--- config.mk ---
export PLATFORM = sky130hd
export DESIGN_NAME = bb3_ctrl
export DESIGN_NICKNAME = d
export VERILOG_FILES = /design/src/design/box_blur_3x3_edge_normalized_assert.svh /design/src/design/bb3_pkg.sv /design/src/design/bb3_ctrl.sv
export SDC_FILE = /design/constraint.sdc
export NUM_CORES = 1
export LEC_CHECK = 0
export BUFFER_PORTS_ARGS = -buffer_cell sky130_fd_sc_hd__buf_4
export CORE_AREA = 2 2 39 41
export DETAILED_ROUTE_END_ITERATION = 10
export DIE_AREA = 0 0 41 43
export GPL_TIMING_DRIVEN = 0
export PLACE_DENSITY = 0.44
export SLEW_MARGIN = 40
export SYNTH_ARGS = -nofsm -noshare
export SYNTH_HDL_FRONTEND = slang
export SYNTH_SLANG_ARGS = --single-unit
export TNS_END_PERCENT = 50
--- constraint.sdc ---
create_clock -name clk_i -period 1.6 [get_ports clk_i]
set_input_delay 0.16 -clock clk_i [delete_from_list [all_inputs] [get_ports clk_i]]
set_output_delay 0.16 -clock clk_i [all_outputs]
set_load 0.01 [all_outputs]
--- src/design/box_blur_3x3_edge_normalized_assert.svh ---
// Assertion macros for the 3x3 box blur.
// Depends on clk_i and rst_ni being visible where the macros are used.
`ifndef BOX_BLUR_3X3_EDGE_NORMALIZED_ASSERT_SVH
`define BOX_BLUR_3X3_EDGE_NORMALIZED_ASSERT_SVH
`ifndef SYNTHESIS
`define BB_ASSERT_IMP(lbl, ante, cons, msg) \
  lbl: assert property (@(posedge clk_i) disable iff (!rst_ni) (ante) |-> (cons)) \
    else $error(msg);
`define BB_ASSERT_NXT(lbl, ante, cons, msg) \
  lbl: assert property (@(posedge clk_i) disable iff (!rst_ni) (ante) |=> (cons)) \
    else $error(msg);
`else
`define BB_ASSERT_IMP(lbl, ante, cons, msg)
`define BB_ASSERT_NXT(lbl, ante, cons, msg)
`endif
`endif

--- src/design/bb3_pkg.sv ---
// Package for the 3x3 box blur: types, constants and the reciprocal table.
// No dependencies.
`timescale 1ns / 1ps
package bb3_pkg;

  localparam int FW_BITS   = 11;
  localparam int FH_BITS   = 13;
  localparam int CFG_BITS  = 13;
  localparam int CH_BITS   = 8;
  localparam int PIX_BITS  = 24;
  localparam int SUM_BITS  = 12;
  localparam int CNT_BITS  = 4;
  localparam int RCP_BITS  = 17;
  localparam int RCP_SHIFT = 16;
  localparam int PROD_BITS = SUM_BITS + RCP_BITS;
  localparam int QP_BITS   = 9;
  localparam int REM_BITS  = 13;

  localparam logic [FW_BITS-1:0] FRAME_WIDTH_RST  = 11'd640;
  localparam logic [FH_BITS-1:0] FRAME_HEIGHT_RST = 13'd480;

  typedef enum logic [0:0] {
    CFG_FRAME_WIDTH  = 1'b0,
    CFG_FRAME_HEIGHT = 1'b1
  } cfg_idx_e;

  typedef enum logic [2:0] {
    ST_IDLE,
    ST_UPD,
    ST_SUM,
    ST_MUL,
    ST_FIN
  } state_e;

  typedef struct packed {
    logic take;
    logic upd;
    logic sum;
    logic mul;
    logic fin;
  } cmd_t;

  typedef struct packed {
    logic ignore;
    logic has_result;
    logic out_free;
  } sts_t;

  // floor(2^16 / count) for the neighbour counts that occur
  function automatic logic [RCP_BITS-1:0] recip(input logic [CNT_BITS-1:0] cnt);
    logic [RCP_BITS-1:0] r;
    case (cnt)
      4'd2:    r = 17'd32768;
      4'd3:    r = 17'd21845;
      4'd4:    r = 17'd16384;
      4'd6:    r = 17'd10922;
      4'd9:    r = 17'd7281;
      default: r = 17'd65536;
    endcase
    return r;
  endfunction

endpackage

--- src/design/bb3_ctrl.sv ---
// Controller of the 3x3 box blur: sequences one transaction at a time.
// Depends on bb3_pkg.
`timescale 1ns / 1ps
module bb3_ctrl (
  input  logic         clk_i,
  input  logic         rst_ni,
  input  logic         s_valid_i,
  input  bb3_pkg::sts_t sts_i,
  output logic         in_ready_o,
  output bb3_pkg::cmd_t cmd_o
);
  import bb3_pkg::*;

  state_e state_q, state_d;

  always_ff @(posedge clk_i or negedge rst_ni) begin
    if (!rst_ni) begin
      state_q <= ST_IDLE;
    end else begin
      state_q <= state_d;
    end
  end

  always_comb begin
    state_d = state_q;
    case (state_q)
      ST_IDLE: begin
        if (s_valid_i && !sts_i.ignore) state_d = ST_UPD;
      end
      ST_UPD: begin
        state_d = sts_i.has_result ? ST_SUM : ST_IDLE;
      end
      ST_SUM:  state_d = ST_MUL;
      ST_MUL:  state_d = ST_FIN;
      ST_FIN: begin
        if (sts_i.out_free) state_d = ST_IDLE;
      end
      default: state_d = ST_IDLE;
    endcase
  end

  always_comb begin
    in_ready_o = 1'b0;
    cmd_o      = '0;
    case (state_q)
      ST_IDLE: begin
        in_ready_o = 1'b1;
        cmd_o.take = s_valid_i && !sts_i.ignore;
      end
      ST_UPD:  cmd_o.upd = 1'b1;
      ST_SUM:  cmd_o.sum = 1'b1;
      ST_MUL:  cmd_o.mul = 1'b1;
      ST_FIN:  cmd_o.fin = sts_i.out_free;
      default: cmd_o     = '0;
    endcase
  end

endmodule

==> impl_metrics.tcl, run 1 <==
set metrics [dict create \
    post_drt_wl_per_cell_um 9.48 \
    die_area_sq_mm 0.00176 \
    status "completed" \
    largest_register_ff_count 3 \
    die-height_um 43 \
    detail_route.wirelength_um 493 \
    final-max-slew-violation-count 0 \
    worstPathRequired_ns 1.44 \
    cts_inserted_buffers 3 \
    r2r.worst_path.cells 3 \
    power.share.sequential_pct 22.6 \
    grt_antenna_before_repair 0 \
    rows 14 \
    total_leakage_power_nw 0.166 \
    ioPinCount 12 \
    clkSinkCount 3 \
    dp_cells 47 \
    use_met3_pct 3.14 \
    drt_first_pass_iters 2 \
    fin_crit_ns 1.33 \
    netSwitchingFraction_pct 36.4 \
    avgSynthCellArea_sq_um 9.88 \
    critical_path_arrival_ns 1.17 \
    final_cells 52 \
    placeableCoreArea_sq_mm 0.00138 \
    dp_hpwl_um 341 \
    fill_cells 148 \
    worst_slew_pin_slew_ns 0.234 \
    regToRegSetupSlack_ns 0.59 \
    ctsHtreeMaxLevel 1 \
    final_common_cell "sky130_fd_sc_hd__buf_4" \
    grt_pass1_vias 153 \
    finalCritPeriodShare_pct 83.1 \
    met1_usage_in_global_routing_pct 5.84 \
    fmax_mhz 752 \
    cts.reportedPaths.clkPinSlew_ns 0.04 \
    worst_hold_class "in2reg" \
    detailroute.via_count 193 \
    tritoncts_clock_tree "built" \
    net-switching-power_w 0.000213 \
    overflow 0 \
    hold_path_end "state_q[0]" \
    critical_path.endpoint_type "output pin" \
    globalRouteMet2Util_pct 6.25 \
    hold_depth 3 \
    postPlaceCellArea_sq_um 300 \
    synth_seq_area_share_pct 38.0 \
    netlist_instances 20 \
    critical_path.max_fanout 9 \
    nNetsFinal 43 \
    starting_density_of_the_core_pct 14.3 \
    track_usage_pct 6.55 \
    drt.antenna.violating_nets 0 \
    postLayoutCellArea_sq_um 337 \
    dpl_worst_slack_ns 0.521 \
    ir_drop_mv 0.339 \
    startpoint_type "flip-flop" \
    util_after_layout_pct 24.3 \
    number_of_hold_slack_violations_in_the_final_timing_report 0 \
    final-setup-viol-count 0 \
    count_of_different_cell_masters_after_synthesis 16 \
    registers.top_by_ff_count "state_q" \
    cts_setup_buffers 0 \
    drv_cap 0 \
    max_slew_headroom_pct 84.2 \
    die_width_um 41 \
    number_of_vias_per_cell 3.71 \
    synth-seq-cells 3 \
    route.detailed.drc 0 \
    regToRegEndpoint "state_q[2]" \
    finalWorstSetupSlack_ns 0.270 \
    grt_setup_unrepaired "false" \
    timing.rr.start "state_q[0]" \
    placement.io_buffers 11 \
    worstHoldStart "sts_i[2]" \
    max-clock-path-buffers 2 \
    area_growth_pct 70.3 \
    layout_common_cells "13 x sky130_fd_sc_hd__buf_4, 3 x sky130_fd_sc_hd__clkbuf_4, 3 x sky130_fd_sc_hd__dfrtp_1" \
    gp_congestion 0.669 \
    internal_power_w 0.000373 \
    biggest_regs "state_q x3" \
    clockRootBuffer "sky130_fd_sc_hd__clkbuf_4" \
    synth-warning-count 0 \
    clk_latency_ns 0.24 \
    setup.worst_path.class "reg2out" \
    grt_pass1_wl_um 607 \
    dr_iter_0_viols 1 \
    antenna-diode-count 0 \
    busiest_layer "met4" \
    layout-drive-gt1-share_pct 50.0 \
    synthesis.nets 26 \
    totalNegativeSetupSlack_ns 0 \
    largest_net_degree_at_the_start_of_global_routing 10 \
    pwr-share-comb_pct 53.5 \
    syn-cell-area_sq_um 198 \
    powerDensity_mw_per_mm2 1740 \
    clkPwrFrac_pct 23.9 \
    final_worst_clock_skew_ns 0.00386 \
]
[per-layer routing]
metal	share of wire [%]	vias to the layer above
met5	0	-
met3	2.6	2
met4	2.4	0
li1	-	101
met2	53	7
met1	41	83
[logic make-up after synthesis]
group | count (synthesis) | share of synthesized area (%)
simple gates | 11 | 38.6
compound gates | 2 | 8.23
buf+inv | 4 | 15.2
flops | 3 | 38.0
[synth_stat cells]
cell | count | share of area (%)
sky130_fd_sc_hd__a211oi_1 | 1 | 3.8
sky130_fd_sc_hd__a31o_1 | 1 | 4.4
sky130_fd_sc_hd__and3b_1 | 1 | 4.4
sky130_fd_sc_hd__buf_4 | 2 | 7.6
sky130_fd_sc_hd__buf_6 | 1 | 5.7
sky130_fd_sc_hd__dfrtp_1 | 3 | 38
sky130_fd_sc_hd__inv_1 | 1 | 1.9
sky130_fd_sc_hd__nand2_1 | 1 | 1.9
sky130_fd_sc_hd__nand2b_1 | 1 | 3.2
sky130_fd_sc_hd__nor2b_1 | 1 | 3.2
sky130_fd_sc_hd__nor3_1 | 2 | 5.1
sky130_fd_sc_hd__nor3b_1 | 1 | 3.8
sky130_fd_sc_hd__nor3b_2 | 1 | 6.3
sky130_fd_sc_hd__nor4_1 | 1 | 3.2
sky130_fd_sc_hd__nor4b_1 | 1 | 4.4
sky130_fd_sc_hd__or2_1 | 1 | 3.2
[critical path, cell delays in order, from the launching register on]
cell	delay (ns)
sky130_fd_sc_hd__dfrtp_1	0.35
sky130_fd_sc_hd__buf_4	0.16
sky130_fd_sc_hd__and3b_1	0.17
sky130_fd_sc_hd__buf_4	0.12
sky130_fd_sc_hd__buf_4	0.13
[power groups by stage]
stage	clock network [W]	registers [W]	logic, W
3_5_place_dp	0	0.000133	0.000314
3_3_place_gp	0	0.000132	0.000306
5_1_grt	0.000142	0.000135	0.000339
2_1_floorplan	0	0.000127	0.000193
4_1_cts	0.000144	0.000132	0.000317
6_report	0.000140	0.000132	0.000313
[worst max path at each step]
stage / startpoint / endpoint / cells after the start
floorplan: state_q[0] / cmd_o[4] / 2
global placement: state_q[0] / cmd_o[4] / 3
detailed placement: state_q[0] / cmd_o[1] / 4
CTS: state_q[0] / cmd_o[4] / 3
global route: state_q[0] / cmd_o[4] / 3
finish: state_q[0] / cmd_o[1] / 4
[timing repair]
item                      4_1_cts  5_1_grt
resized for setup               0        0
hold buffers                    1        0
hold endpoints to repair        3        0
[final cells by class]
| class | instances | area (sq um) | share of cell area, % |
|---|---|---|---|
| multi-input cells | 13 | 92.6 | 27.5 |
| well taps | 16 | 20.0 | 5.95 |
| clock buffers | 4 | 26.3 | 7.81 |
| inverters | 1 | 3.75 | 1.12 |
| plain buffers | 3 | 26.3 | 7.81 |
| repair buffers | 12 | 92.6 | 27.5 |
| flip-flops and latches | 3 | 75.1 | 22.3 |
[metrics by stage]
step | power [W] | hold WS, ns
finish | 0.000585 | 0.214
detailed placement | 0.000447 | -0.0498
global route | 0.000616 | 0.224
CTS | 0.000593 | 0.213
global placement | 0.000438 | -0.0503
floorplan | 0.000320 | -0.136
Power figures use the tool's default switching activity.
==> run 2, diff against run 1 <==
Settings changed: PLACE_DENSITY 0.44 to 0.45.
Clock period 1.6 ns to 1.14 ns, I/O delays scaled along.
==> impl_metrics.tcl, run 2 (synthesis gave the netlist of run 1 again) <==
set metrics [dict create \
    status "finished, violations left" \
    failed_checks "negative setup slack" \
    powerDensity_mw_per_mm2 2430 \
    fin_crit_ns 1.26 \
    drv_cap 0 \
    final_cells 52 \
    nNetsFinal 43 \
    max_slew_headroom_pct 86.1 \
    antenna-diode-count 0 \
    drt.antenna.violating_nets 0 \
    startpoint_type "flip-flop" \
    overflow 0 \
    ir_drop_mv 0.890 \
    worst_slew_pin_slew_ns 0.205 \
    timing.critical_path.slowest_cell_delay_ns 0.46 \
    critical_path_arrival_ns 1.14 \
    total_leakage_power_nw 0.170 \
    area_growth_pct 84.2 \
    number_of_hold_slack_violations_in_the_final_timing_report 0 \
    fmax_mhz 795 \
    die_area_sq_mm 0.00176 \
    cp_cell_sequence "nor4_4, buf_4" \
    grt_antenna_before_repair 0 \
    route.detailed.drc 0 \
    grt_setup_unrepaired "true" \
    register_area_sq_um 76.3 \
    critical_path.max_fanout 8 \
    dr_iter_0_viols 2 \
    postPlaceCellArea_sq_um 300 \
    largest_net_degree_at_the_start_of_global_routing 10 \
    finalCritPeriodShare_pct 110 \
    postLayoutCellArea_sq_um 364 \
    drt_first_pass_iters 2 \
    placeableCoreArea_sq_mm 0.00138 \
    registers.top_by_ff_count "state_q" \
    post_drt_wl_per_cell_um 9.81 \
    max-clock-path-buffers 2 \
    setup.worst_path.class "reg2out" \
    clockRootBuffer "sky130_fd_sc_hd__clkbuf_4" \
    fill_cells 151 \
    multiInputGateArea_sq_um 114 \
    worstPathRequired_ns 1.03 \
    rows 14 \
    clkSinkCount 3 \
    worst_hold_class "in2async" \
    critPathSlowestCell "sky130_fd_sc_hd__dfrtp_2" \
    timing.hold.ws_ns 0.205 \
    ioPinCount 12 \
    layout-drive-gt1-share_pct 61.1 \
    track_usage_pct 7.75 \
    grt_pass1_vias 206 \
    die-height_um 43 \
    finalWorstSetupSlack_ns -0.118 \
    path_depth 2 \
    ctsHtreeMaxLevel 1 \
    final_worst_clock_skew_ns 0.00117 \
    clk_latency_ns 0.23 \
    grt_pass1_wl_um 876 \
    cts.reportedPaths.clkPinSlew_ns 0.04 \
    detail_route.wirelength_um 510 \
    path_delay_family "flip-flops" \
    number_of_vias_per_cell 3.77 \
    cts_inserted_buffers 3 \
    finalPower_w 0.000884 \
    tritoncts_clock_tree "built" \
    detailroute.via_count 196 \
    critical_path.endpoint_type "output pin" \
    final-setup-viol-count 6 \
    critPathBufInv 1 \
    cts_setup_buffers 0 \
    biggest_regs "state_q x3" \
    largest_register_ff_count 3 \
    placement.io_buffers 11 \
    final_common_cell "sky130_fd_sc_hd__buf_4" \
    layout_common_cells "10 x sky130_fd_sc_hd__buf_4, 3 x sky130_fd_sc_hd__buf_6, 3 x sky130_fd_sc_hd__clkbuf_4" \
    final-max-slew-violation-count 0 \
    starting_density_of_the_core_pct 14.3 \
    die_width_um 41 \
    dp_cells 47 \
    gp_congestion 0.659 \
    r2r.worst_path.cells 3 \
]
## run 2: cell counts in the layout (fill, tap and decap cells not counted)
Identical to the previous run, type by type.
## run 2: report_power, final
group / internal [W] / switching [W] / leakage, nW
clock: 0.000131 / 0.0000568 / 0.0150
sequential: 0.000154 / 0.0000524 / 0.0379
combinational: 0.000274 / 0.000216 / 0.117
total: 0.000559 / 0.000325 / 0.170
## run 2: per-layer routing
layer / global-route usage, % / vias up / routed length, um
met5: 0 / - / 0
met4: 4.00 / 0 / 0
met3: 6.81 / 0 / 59
met2: 8.44 / 9 / 205
met1: 10.0 / 85 / 245
li1: - / 102 / -
## run 2: final cells by class
cell class,instances,area share (%)
Buffer,2,6.19
Clock buffer,4,7.22
Inverter,1,1.03
Multi-Input combinational cell,13,31.3
Sequential cell,3,21.0
Tap cell,16,5.50
Timing Repair Buffer,13,27.8
## run 2: what timing repair did
| item | 4_1_cts | 5_1_grt |
|---|---|---|
| endpoints found under the hold margin | 3 | 0 |
| resized for setup | 5 | 2 |
| hold buffers | 1 | 0 |
| cloned | 1 | 0 |
| setup endpoints to repair | 6 | 6 |
## run 2: path summary, 6_finish.rpt
check | slack [ns] | to | from
setup / recovery | -0.12 | cmd_o[4] | state_q[1]
hold / removal | 0.21 | state_q[2] | rst_ni
setup reg to reg | 0.09 | state_q[2] | state_q[2]
hold reg to reg | 0.56 | state_q[0] | state_q[0]
max in group asynchronous | 0.83 | state_q[1] | rst_ni
min in group clk_i | 0.25 | state_q[2] | sts_i[0]
## run 2: worst register-to-register path, delay by kind of cell (launching register included)
| family | cells | cell delay [ns] |
|---|---|---|
| buffers and inverters | 1 | 0.13 |
| DFF | 1 | 0.36 |
| and+or+nand+nor | 2 | 0.44 |
## run 2: per-stage QoR
step	setup TNS, ns	setup WS [ns]	util (%)
after floorplan	0	0.0962	-
final	-0.322	-0.118	26.3
after detailed placement	0	0.110	21.7
after global routing	-0.737	-0.167	26.3
after global placement	0	0.100	21.7
after CTS	-0.401	-0.111	25.6
